File: src/hw/rtl/lsra_pkg.sv
// ----------------------------------------------------------------------------
// lsra_pkg
// Request, outcome codes and fixed field widths of the register allocator.
// ----------------------------------------------------------------------------
package lsra_pkg;

	localparam int REQ_W  = 2;
	localparam int OUT_W  = 2;
	localparam int REG_W  = 5;
	localparam int MASK_W = 16;

	typedef logic [REQ_W-1:0]  req_t;
	typedef logic [OUT_W-1:0]  outc_t;
	typedef logic [REG_W-1:0]  reg_t;
	typedef logic [MASK_W-1:0] mask_t;

	localparam req_t REQ_CLEAR = 2'd0;
	localparam req_t REQ_FIXED = 2'd1;
	localparam req_t REQ_ALLOC = 2'd2;

	localparam outc_t OUTC_ASSIGNED = 2'd0;
	localparam outc_t OUTC_SPILLED  = 2'd1;
	localparam outc_t OUTC_ERROR    = 2'd2;

	localparam mask_t MASK_RESET = 16'hFFFF;

endpackage

File: src/hw/rtl/linear_scan_register_allocator_core.sv
// ----------------------------------------------------------------------------
// linear_scan_register_allocator_core
// Linear-scan register allocator with fixed intervals and spill by furthest end.
// ----------------------------------------------------------------------------
// One request is worked at a time. A clear gives no result. A fixed load or a
// rejected request has its result staged and then moved into the output
// register once it is free. An allocation sweeps the active RAM and the fixed
// RAM side by side, one entry of each per cycle, and then passes the drain,
// decide and emit states before its first result reaches the output register;
// the sweep length is set by the one read port of each RAM. During the sweep
// the active entries that end at or before the new start are expired, the fixed
// intervals that overlap the new one mark their register as blocked, and the
// surviving active entry with the greatest end (lowest register on a tie) is
// kept as the eviction candidate. An eviction gives two results, the evicted
// interval first. A new request is taken while the last result still waits.
// Only registers 1..16 can ever be enabled, as the mask has 16 bits.
module linear_scan_register_allocator_core #(
	parameter int NUM_REGS   = 16,
	parameter int MAX_FIXED  = 16,
	parameter int POINT_BITS = 16,
	parameter int ID_BITS    = 16
) (
	input  logic                 clk,
	input  logic                 arst_n,
	// configuration
	input  logic                 cfg_wr_en,
	input  lsra_pkg::mask_t      cfg_wr_data,
	// request channel
	input  logic                 in_valid,
	output logic                 in_stall,
	input  lsra_pkg::req_t       req_type,
	input  logic [ID_BITS-1:0]   interval_id,
	input  logic [POINT_BITS-1:0] start_point,
	input  logic [POINT_BITS-1:0] end_point,
	input  lsra_pkg::reg_t       fixed_register,
	// result channel
	output logic                 out_valid,
	input  logic                 out_stall,
	output logic [ID_BITS-1:0]   result_id,
	output lsra_pkg::outc_t      outcome,
	output lsra_pkg::reg_t       assigned_register,
	output logic                 last
);

	import lsra_pkg::*;

	localparam int AAW = (NUM_REGS > 1) ? $clog2(NUM_REGS) : 1;
	localparam int FAW = (MAX_FIXED > 1) ? $clog2(MAX_FIXED) : 1;
	localparam int CW  = $clog2(MAX_FIXED + 1);
	localparam int LEN = (NUM_REGS > MAX_FIXED) ? NUM_REGS : MAX_FIXED;
	localparam int KW  = $clog2(LEN + 1);
	localparam int RW  = $clog2(NUM_REGS + 1);
	localparam int AW_DATA = ID_BITS + POINT_BITS;
	localparam int FW_DATA = REG_W + 2 * POINT_BITS;

	localparam logic [2:0] ST_IDLE   = 3'd0;
	localparam logic [2:0] ST_SWEEP  = 3'd1;
	localparam logic [2:0] ST_DRAIN  = 3'd2;
	localparam logic [2:0] ST_DECIDE = 3'd3;
	localparam logic [2:0] ST_EMIT_A = 3'd4;
	localparam logic [2:0] ST_EMIT_B = 3'd5;

	logic [2:0]            state_q;
	mask_t                 avail_q;
	logic [NUM_REGS-1:0]   act_vld_q;
	logic [NUM_REGS-1:0]   blocked_q;
	logic [CW-1:0]         fcount_q;
	logic [POINT_BITS-1:0] prev_start_q;

	// latched request
	logic [ID_BITS-1:0]    id_q;
	logic [POINT_BITS-1:0] s_q;
	logic [POINT_BITS-1:0] e_q;

	// sweep
	logic [KW-1:0]         cnt_q;
	logic                  sw_s1;
	logic                  f_ok_s1;
	logic                  a_ok_s1;
	logic [AAW-1:0]        idx_s1;
	logic                  best_vld_q;
	logic [AAW-1:0]        best_q;
	logic [POINT_BITS-1:0] best_end_q;
	logic [ID_BITS-1:0]    best_id_q;

	// pending results
	logic [ID_BITS-1:0]    ra_id_q;
	outc_t                 ra_oc_q;
	reg_t                  ra_reg_q;
	logic                  ra_last_q;
	logic [ID_BITS-1:0]    rb_id_q;
	reg_t                  rb_reg_q;

	// output register
	logic                  out_vld_q;
	logic [ID_BITS-1:0]    o_id_q;
	outc_t                 o_oc_q;
	reg_t                  o_reg_q;
	logic                  o_last_q;

	// RAM ports
	logic                  a_wr_en;
	logic [AAW-1:0]        a_wr_addr;
	logic [AW_DATA-1:0]    a_wr_data;
	logic                  a_rd_en;
	logic [AW_DATA-1:0]    a_rd_data;
	logic                  f_wr_en;
	logic [FW_DATA-1:0]    f_wr_data;
	logic                  f_rd_en;
	logic [FW_DATA-1:0]    f_rd_data;

	logic                  in_xfer;
	logic                  slot_free;
	logic                  emit_now;
	logic                  f_ok;
	logic                  a_ok;
	logic                  fix_bad;
	logic                  alloc_bad;

	logic [ID_BITS-1:0]    a_id;
	logic [POINT_BITS-1:0] a_end;
	reg_t                  f_reg;
	logic [POINT_BITS-1:0] f_start;
	logic [POINT_BITS-1:0] f_end;
	logic                  f_hit;

	logic [NUM_REGS-1:0]   free_mask;
	logic                  free_any;
	logic [AAW-1:0]        free_sel;
	logic                  evict;

	assign in_stall  = (state_q != ST_IDLE);
	assign in_xfer   = in_valid && !in_stall;
	assign slot_free = !out_vld_q || !out_stall;
	assign emit_now  = slot_free && ((state_q == ST_EMIT_A) || (state_q == ST_EMIT_B));

	assign out_valid         = out_vld_q;
	assign result_id         = o_id_q;
	assign outcome           = o_oc_q;
	assign assigned_register = o_reg_q;
	assign last              = o_last_q;

	assign fix_bad = (fcount_q == CW'(MAX_FIXED)) || (start_point >= end_point) ||
		(fixed_register == '0) || (32'(fixed_register) > NUM_REGS);
	assign alloc_bad = (start_point < prev_start_q) || (start_point >= end_point);

	// sweep read issue
	assign f_ok    = (cnt_q < KW'(fcount_q));
	assign a_ok    = (32'(cnt_q) < NUM_REGS);
	assign f_rd_en = (state_q == ST_SWEEP) && f_ok;
	assign a_rd_en = (state_q == ST_SWEEP) && a_ok;

	assign {a_id, a_end}            = a_rd_data;
	assign {f_reg, f_start, f_end}  = f_rd_data;
	assign f_hit = sw_s1 && f_ok_s1 && (f_end > s_q) && (f_start < e_q);

	// free register pick, lowest first
	always_comb begin
		free_mask = '0;
		free_sel  = '0;
		for (int r = 0; r < NUM_REGS; r++) begin
			if (r < MASK_W) begin
				free_mask[r] = avail_q[r] && !act_vld_q[r] && !blocked_q[r];
			end
		end
		for (int r = NUM_REGS - 1; r >= 0; r--) begin
			if (free_mask[r]) begin
				free_sel = AAW'(r);
			end
		end
	end
	assign free_any = |free_mask;
	assign evict    = best_vld_q && (best_end_q > e_q);

	// at most one write per allocation, at decide time
	assign a_wr_en   = (state_q == ST_DECIDE) && (free_any || evict);
	assign a_wr_addr = free_any ? free_sel : best_q;
	assign a_wr_data = {id_q, e_q};

	assign f_wr_en   = in_xfer && (req_type == REQ_FIXED) && !fix_bad;
	assign f_wr_data = {fixed_register, start_point, end_point};

	lsra_ram #(
		.WIDTH(AW_DATA),
		.DEPTH(NUM_REGS)
	) u_act_ram (
		.clk    (clk),
		.wr_en  (a_wr_en),
		.wr_addr(a_wr_addr),
		.wr_data(a_wr_data),
		.rd_en  (a_rd_en),
		.rd_addr(cnt_q[AAW-1:0]),
		.rd_data(a_rd_data)
	);

	lsra_ram #(
		.WIDTH(FW_DATA),
		.DEPTH(MAX_FIXED)
	) u_fix_ram (
		.clk    (clk),
		.wr_en  (f_wr_en),
		.wr_addr(fcount_q[FAW-1:0]),
		.wr_data(f_wr_data),
		.rd_en  (f_rd_en),
		.rd_addr(cnt_q[FAW-1:0]),
		.rd_data(f_rd_data)
	);

	// payload of the sweep pipe and latched request
	always_ff @(posedge clk) begin
		f_ok_s1 <= f_ok;
		a_ok_s1 <= a_ok;
		idx_s1  <= cnt_q[AAW-1:0];
		if (in_xfer) begin
			id_q <= interval_id;
			s_q  <= start_point;
			e_q  <= end_point;
		end
	end

	always_ff @(posedge clk or negedge arst_n) begin
		if (!arst_n) begin
			state_q      <= ST_IDLE;
			avail_q      <= MASK_RESET;
			act_vld_q    <= '0;
			blocked_q    <= '0;
			fcount_q     <= '0;
			prev_start_q <= '0;
			cnt_q        <= '0;
			sw_s1        <= 1'b0;
			best_vld_q   <= 1'b0;
			best_q       <= '0;
			best_end_q   <= '0;
			best_id_q    <= '0;
			ra_id_q      <= '0;
			ra_oc_q      <= OUTC_ERROR;
			ra_reg_q     <= '0;
			ra_last_q    <= 1'b0;
			rb_id_q      <= '0;
			rb_reg_q     <= '0;
			out_vld_q    <= 1'b0;
			o_id_q       <= '0;
			o_oc_q       <= OUTC_ERROR;
			o_reg_q      <= '0;
			o_last_q     <= 1'b0;
		end else begin
			if (cfg_wr_en) begin
				avail_q <= cfg_wr_data;
			end
			if (emit_now) begin
				out_vld_q <= 1'b1;
			end else if (out_vld_q && !out_stall) begin
				out_vld_q <= 1'b0;
			end
			sw_s1 <= (state_q == ST_SWEEP);

			// sweep data, in the cycle after the read
			if (sw_s1 && a_ok_s1 && act_vld_q[idx_s1]) begin
				if (a_end <= s_q) begin
					act_vld_q[idx_s1] <= 1'b0;
				end else if (!best_vld_q || (a_end > best_end_q)) begin
					best_vld_q <= 1'b1;
					best_q     <= idx_s1;
					best_end_q <= a_end;
					best_id_q  <= a_id;
				end
			end
			if (f_hit) begin
				for (int r = 0; r < NUM_REGS; r++) begin
					if (RW'(f_reg) == RW'(r + 1)) begin
						blocked_q[r] <= 1'b1;
					end
				end
			end

			case (state_q)
				ST_IDLE: begin
					if (in_xfer) begin
						ra_id_q   <= interval_id;
						ra_last_q <= 1'b1;
						case (req_type)
							REQ_CLEAR: begin
								act_vld_q    <= '0;
								fcount_q     <= '0;
								prev_start_q <= '0;
							end
							REQ_FIXED: begin
								state_q  <= ST_EMIT_A;
								ra_oc_q  <= fix_bad ? OUTC_ERROR : OUTC_ASSIGNED;
								ra_reg_q <= fix_bad ? reg_t'(0) : fixed_register;
								if (!fix_bad) begin
									fcount_q <= fcount_q + 1'b1;
								end
							end
							REQ_ALLOC: begin
								if (alloc_bad) begin
									state_q  <= ST_EMIT_A;
									ra_oc_q  <= OUTC_ERROR;
									ra_reg_q <= '0;
								end else begin
									state_q      <= ST_SWEEP;
									prev_start_q <= start_point;
									cnt_q        <= '0;
									blocked_q    <= '0;
									best_vld_q   <= 1'b0;
								end
							end
							default: begin
								state_q  <= ST_EMIT_A;
								ra_oc_q  <= OUTC_ERROR;
								ra_reg_q <= '0;
							end
						endcase
					end
				end
				ST_SWEEP: begin
					cnt_q <= cnt_q + 1'b1;
					if (32'(cnt_q) == LEN - 1) begin
						state_q <= ST_DRAIN;
					end
				end
				ST_DRAIN: begin
					state_q <= ST_DECIDE;
				end
				ST_DECIDE: begin
					state_q <= ST_EMIT_A;
					if (free_any) begin
						act_vld_q[free_sel] <= 1'b1;
						ra_id_q   <= id_q;
						ra_oc_q   <= OUTC_ASSIGNED;
						ra_reg_q  <= REG_W'(32'(free_sel) + 1);
						ra_last_q <= 1'b1;
					end else if (evict) begin
						ra_id_q   <= best_id_q;
						ra_oc_q   <= OUTC_SPILLED;
						ra_reg_q  <= '0;
						ra_last_q <= 1'b0;
						rb_id_q   <= id_q;
						rb_reg_q  <= REG_W'(32'(best_q) + 1);
					end else begin
						ra_id_q   <= id_q;
						ra_oc_q   <= OUTC_SPILLED;
						ra_reg_q  <= '0;
						ra_last_q <= 1'b1;
					end
				end
				ST_EMIT_A: begin
					if (slot_free) begin
						o_id_q    <= ra_id_q;
						o_oc_q    <= ra_oc_q;
						o_reg_q   <= ra_reg_q;
						o_last_q  <= ra_last_q;
						state_q   <= ra_last_q ? ST_IDLE : ST_EMIT_B;
					end
				end
				ST_EMIT_B: begin
					if (slot_free) begin
						o_id_q    <= rb_id_q;
						o_oc_q    <= OUTC_ASSIGNED;
						o_reg_q   <= rb_reg_q;
						o_last_q  <= 1'b1;
						state_q   <= ST_IDLE;
					end
				end
				default: begin
					state_q <= ST_IDLE;
				end
			endcase
		end
	end

endmodule

File: src/hw/rtl/lsra_ram.sv
// ----------------------------------------------------------------------------
// lsra_ram
// Generic single write, single read RAM with a registered read port.
// ----------------------------------------------------------------------------
module lsra_ram #(
	parameter int WIDTH = 8,
	parameter int DEPTH = 16
) (
	input  logic                                    clk,
	input  logic                                    wr_en,
	input  logic [((DEPTH > 1) ? $clog2(DEPTH) : 1)-1:0] wr_addr,
	input  logic [WIDTH-1:0]                        wr_data,
	input  logic                                    rd_en,
	input  logic [((DEPTH > 1) ? $clog2(DEPTH) : 1)-1:0] rd_addr,
	output logic [WIDTH-1:0]                        rd_data
);

	logic [WIDTH-1:0] mem_q [DEPTH];

	always_ff @(posedge clk) begin
		if (wr_en) begin
			mem_q[wr_addr] <= wr_data;
		end
		if (rd_en) begin
			rd_data <= mem_q[rd_addr];
		end
	end

endmodule

File: config.mk
export PLATFORM = sky130hd
export DESIGN_NAME = linear_scan_register_allocator_core
export DESIGN_NICKNAME = d
export VERILOG_FILES = /design/src/hw/rtl/lsra_pkg.sv /design/src/hw/rtl/linear_scan_register_allocator_core.sv /design/src/hw/rtl/lsra_ram.sv
export SDC_FILE = /design/constraint.sdc
export NUM_CORES = 2
export LEC_CHECK = 0
export CORE_MARGIN = 1
export CORE_UTILIZATION = 30
export CTS_BUF_LIST = sky130_fd_sc_hd__clkbuf_4
export DETAILED_ROUTE_END_ITERATION = 12
export DONT_BUFFER_PORTS = 1
export GPL_TIMING_DRIVEN = 0
export SYNTH_ARGS = -nofsm -noshare
export SYNTH_HDL_FRONTEND = slang
export SYNTH_SLANG_ARGS = --single-unit
File: constraint.sdc
create_clock -name clk -period 12.05 [get_ports clk]
set_input_delay 0.6025 -clock clk [delete_from_list [all_inputs] [get_ports clk]]
set_output_delay 0.6025 -clock clk [all_outputs]
set_load 0.05 [all_outputs]
Yosys cells after proc, flatten, opt, wreduce, memory -nomap -nowiden
Memory sizes are Yosys's and may differ from the RTL's. A register that Yosys moved wholly into a read port is not among the register bits. Cells that the tools add are included.

Register bits: 239. Bits in writable memories: 1104. Input port bits: 76. Output and inout bits: 26. Word-level logic and storage cells: 313. Memories kept: 2.

Memories: u_fix_ram.mem_q (depth 16, width 37, read ports 1, clocked after Yosys merged registers in 1, write ports 1, line lsra_ram.sv:18) `logic [WIDTH-1:0] mem_q [DEPTH];`; u_act_ram.mem_q (depth 16, width 32, read ports 1, clocked after Yosys merged registers in 1, write ports 1, line lsra_ram.sv:18).

$add $sub $neg: 4. Magnitude comparators: 14. Eq/ne operators: 35. Mux-type cells: 111. Bitwise logic cells: 5. Reduce and logical (&&, ||, !) cells: 113.

Operators by type and width (count): $mux W16 (16); $pmux W16 S2 (4); $mux W4 (17); $mux W5 (10); $gt A16 B16 Y1 (3); $logic_and A1 B1 Y1 (48); $eq A5 B4 Y1 const B (9); $pmux W5 S2 (4); $mux W1 (38); $logic_not A1 Y1 (37); $lt A16 B16 Y1 (2); $eq A5 B3 Y1 const B (4); $mux W3 (6); $pmux W3 S6 (1); $and A16 B16 Y16 (1); $ge A16 B16 Y1 (1); $le A16 B16 Y1 (1); $not A16 Y16 (1); $or A16 B16 Y16 (1); $reduce_and A4 Y1 (4); $reduce_or A16 Y1 (1); $pmux W5 S3 (1); $ne A2 B2 Y1 const B (7); $reduce_bool A2 Y1 (6); other kinds (33) (59).

Depth between registers and ports, before layout
Word-level depth: 26. Mapped depth: 12. Gate-level depth less buffers: 10.

By module
From an unflattened synthesis, not the netlist that was laid out.

Cells, all modules: 3003. Area, all modules: 56560.5 sq um.

Modules (own cells, without submodules): lsra_ram (u_fix_ram) (instances 1, cells an instance 963, area an instance 23312.4 sq um, sequential area each 18888.1 sq um); lsra_ram (u_act_ram) (instances 1, cells an instance 838, area an instance 20155.6 sq um, sequential area each 16335.7 sq um); linear_scan_register_allocator_core (instances 1, cells an instance 1202, area an instance 13092.6 sq um, sequential area each 6213.5 sq um).

Least setup slack after synthesis
No wires, ideal clock.

Kind: input to register. Start: input end_point[5]. End: memory u_fix_ram.mem_q[0][0] (netlist name), enable pin. Library setup time: 0.477 ns. Arrival: 4.821 ns. Data required time: 11.573 ns. Slack: 6.752 ns. Stages: 10. Buffers on the path: 1. Cells stage by stage: inv_1 ha_1 a21o_1 a221oi_1 o21ai_0 a21oi_1 and4_1 clkbuf_1 nand3_1 nor3_1.

Longest elaborated chain between the ends: 8.

RTL lines: from (decl) (line linear_scan_register_allocator_core.sv:34) `input logic [POINT_BITS-1:0] end_point,`; $ge A16 B16 Y1 (line linear_scan_register_allocator_core.sv:143) `assign fix_bad = (fcount_q == CW'(MAX_FIXED)) || (start_point >= end_point) ||`; $logic_or A1 B1 Y1 (2 in a row) (line linear_scan_register_allocator_core.sv:143); $logic_or A1 B1 Y1 (line linear_scan_register_allocator_core.sv:144) `(fixed_register == '0) || (32'(fixed_register) > NUM_REGS);`; $logic_not A1 Y1; $logic_and A1 B1 Y1 (line linear_scan_register_allocator_core.sv:180) `assign f_wr_en = in_xfer && (req_type == REQ_FIXED) && !fix_bad;`; $mux W1 (line lsra_ram.sv:21) `if (wr_en) begin`; $mux W1 (not written as such) (line lsra_ram.sv:22) `mem_q[wr_addr] <= wr_data;`; to (decl) (line lsra_ram.sv:18).

Every way passes these cells.

Worst setup path in the final report
Start: register state_q[2]. End: memory u_fix_ram.mem_q[3][3] (netlist name), enable pin.

Longest elaborated chain between the ends: 7.

RTL lines: from (decl) (line linear_scan_register_allocator_core.sv:63) `logic [2:0] state_q;`; from (signal assigned) (line linear_scan_register_allocator_core.sv:353) `state_q <= ra_last_q ? ST_IDLE : ST_EMIT_B;`; $reduce_bool A3 Y1 (line linear_scan_register_allocator_core.sv:132) `assign in_stall = (state_q != ST_IDLE);`; $logic_not A1 Y1 (line linear_scan_register_allocator_core.sv:133) `assign in_xfer = in_valid && !in_stall;`; $logic_and A1 B1 Y1 (line linear_scan_register_allocator_core.sv:133); $logic_and A1 B1 Y1 (2 in a row) (line linear_scan_register_allocator_core.sv:180); $mux W1 (line lsra_ram.sv:21); $mux W1 (not written as such) (line lsra_ram.sv:22).

Every way passes these cells.

==> summary.txt <==
Run status
  – Outcome: complete, no violations

Place
  – Post-DP HPWL: 95600 um
  – Pre-CTS WS: 6680 ps
  – Placed insts: 5417
  – Routability cong.: 0.841
  – PortBufs: 0

Floorplan
  – Die Wd: 436 um
  – I/O pin cnt: 102
  – Core area: 0.186 mm^2
  – Initial Utilization: 0.303
  – Die Footprint: 0.190 mm^2
  – DIE HEIGHT: 436 um
  – Rows: 158

Yosys
  – Dominant cell type by area after synthesis: edfxtp_1
  – Top-count cell post-synth: edfxtp_1
  – Synthesized instance count: 2885
  – Mean area per synthesized cell: 19.6 um^2
  – Register area share after synthesis: 0.734
  – Synth area leaders: edfxtp_1 (65%), mux4_2 (14%), dfrtp_1 (7.4%)
  – Synth cell count leaders: edfxtp_1 (1221), mux4_2 (350), nand2_1 (180)
  – Post-synth cell types: 73
  – Mapped Nets: 3086
  – Primary FF master, synth: edfxtp_1
  – EDFF count, synth: 1221
  – Synth top area share: 0.649
  – Post-Syn Area: 0.0565 mm^2
  – Yosys Warn Count: 0
  – Flops & latches, synth: 1412
  – FFs w/ async S/R, synth: 0.131

Timing
  – Final setup violation count: 0
  – Final WS setup: 6630 ps
  – Final Hold Viols: 0
  – Final min period: 5420 ps
  – Slew Viols, Final: 0
  – Max Clock Skew: 121 ps
  – Setup tns final: 0 ps
  – Relative slew slack: 0.0240
  – Least-Margin Pin Slew: 1460 ps
  – Fmax achieved: 184 MHz
  – Final Cycle Share: 0.450
  – RSZ-0062 raised after global routing: false

Run
  – # Max-Cap Violations: 0

Clock network
  – Resized Gates After CTS: 0
  – CTS root buf: clkbuf_4
  – Clock transition at path regs: 60 ps
  – CTS H-tree lvls: 5
  – Post-CTS setup buffers: 0
  – Worst skew pair latency: 1290 ps
  – Max clock buf depth: 4
  – Cts bufs inserted: 365
  – CTS tree: built
  – Hold-fix buffers at CTS: 110
  – CTS sink cnt: 1412

Finish
  – Nets: 3617
  – Filler cell count in the final layout: 17400
  – Post-Layout Cell Count: 6162
  – Layout area overhead: 17.5%
  – Layout cells sized above 1: 0.291

Power and ir drop
  – Leak: 22.5 nW
  – Maximum vdd ir drop: 0.142 mV
  – Power density over the cells: 199 mW/mm^2

Critical path
  – CP Launch Type: flop
  – Cell Chain, Critical Path: clkbuf_1 > nor3_1 > nand2_1 > clkbuf_1 > inv_1 > clkbuf_1 > nand3_1 > nor3_2 > buf_6 > buf_6 > buf_6 > buf_6
  – Worst path bufs/invs: 8
  – CP top delay family: simple AND/OR/NAND/NOR gates
  – CP peak stage delay: 910 ps
  – Cell repeated most along the worst path: buf_6
  – Critical Path RT: 12940 ps
  – CP Capture Type: flop
  – Setup CP Type: reg -> reg
  – Max FO, Critical Path: 10
  – Crit-path slowest cell: nor3_1
  – CP arrival: 6310 ps

GRT
  – Largest net degree at the start of global routing: 171
  – Initial antenna violation count: 29
  – First-pass GRT wire length: 217000 um
  – All-Layer GR Usage: 0.157
  – Vias in the first global route: 31100
  – GR Overflow Total: 0

Route
  – Vias: 30500
  – Total Wirelength: 151000 um
  – Final ANT Viol Nets: 0
  – Initial DRC Count: 2980
  – DRC Markers: 0
  – WL per Instance: 24.5 um
  – Pre-antenna DRT Iters: 7
  – Via density: 4.95

Worst hold path
  – Tightest Hold Check Type: in -> reg
==> registers in the layout, summed over array words and instances, names as in the netlist, 16 cells and up <==
signal,count
e_q,16
result_id,16
id_q,16
s_q,16
ra_id_q,16
best_end_q,16
u_act_ram.mem_q,512
u_fix_ram.mem_q,592
best_id_q,16
u_fix_ram.rd_data,37
act_vld_q,16
u_act_ram.rd_data,32
prev_start_q,16
blocked_q,16
rb_id_q,16
avail_q,16
==> metal layers <==
layer / routed length, um / up-vias / global-route usage
met2: 71400 / 1360 / 0.246
li1: - / 13000 / -
met3: 13400 / 195 / 0.0446
met1: 63100 / 15900 / 0.211
met4: 2740 / 10 / 0.0502
met5: 66 / - / 0
==> through the flow <==
stage               area [um^2]  hold WS (ps)  utilization  power (mW)
detailed placement        60800           311        0.326        9.26
floorplan                 56500           307            -        8.18
global placement          59600           311        0.320        9.20
finish                    66400           130        0.356        13.2
CTS                       66300          4.39        0.356        13.3
global route              66300          77.1        0.356        13.8
==> kinds of logic (layout without fill, tap and decap cells) <==
kind of cell | Yosys count | count (layout) | share of synthesized area
buf+inv | 226 | 1004 | 0.0158
mux | 432 | 432 | 0.155
compound gates | 270 | 270 | 0.0317
xor+xnor | 7 | 7 | 0.00109
fa+ha+maj | 125 | 125 | 0.0277
flops | 1412 | 1412 | 0.734
other cells | 0 | 19 | 0
simple gates | 413 | 413 | 0.0349
==> cells in the final DEF (no fill, tap or decap), types with 30 or more instances in the layout <==
cell type	Yosys	layout
a31oi_1	31	31
buf_12	0	31
clkinv_1	0	67
nor2b_1	30	30
o21ai_0	76	76
clkbuf_4	0	532
clkbuf_1	87	86
dfrtp_1	167	167
inv_1	100	100
mux4_2	350	350
edfxtp_1	1221	1221
a21oi_1	44	44
dlygate4sd3_1	0	109
nand2_1	180	180
ha_1	125	125
nor2_1	78	49
==> final cells by class <==
cell class / count / area, um^2 / area share
flip-flops and latches: 1412 / 41400 / 0.624
multi-input cells: 1247 / 14400 / 0.217
clock buffers: 531 / 3990 / 0.0601
well taps: 2480 / 3100 / 0.0468
repair buffers: 164 / 2070 / 0.0312
plain buffers: 126 / 519 / 0.00782
clock inverters: 83 / 428 / 0.00645
inverters: 100 / 375 / 0.00566
diodes: 19 / 47.5 / 0.000716
==> where the power goes <==
part           internal [mW]  total [mW]  switching [mW]
logic                   1.40        3.11            1.71
clock network           2.09        3.99            1.90
registers               5.73        6.12           0.390
==> worst paths after layout <==
check | startpoint | to | slack (ps) | cells after the start
hold / removal | cfg_wr_data[12] | avail_q[12] | 130 | 2
max in group asynchronous | arst_n | best_id_q[12] | 9900 | 4
min in group asynchronous | arst_n | rb_id_q[12] | 480 | 3
setup / recovery | state_q[2] | u_fix_ram.mem_q[3][3] | 6630 | 12
setup reg to reg | state_q[2] | u_fix_ram.mem_q[3][3] | 6630 | 12
hold reg to reg | u_act_ram.rd_data[29] | best_id_q[13] | 450 | 1
Power figures use the tool's default switching activity.
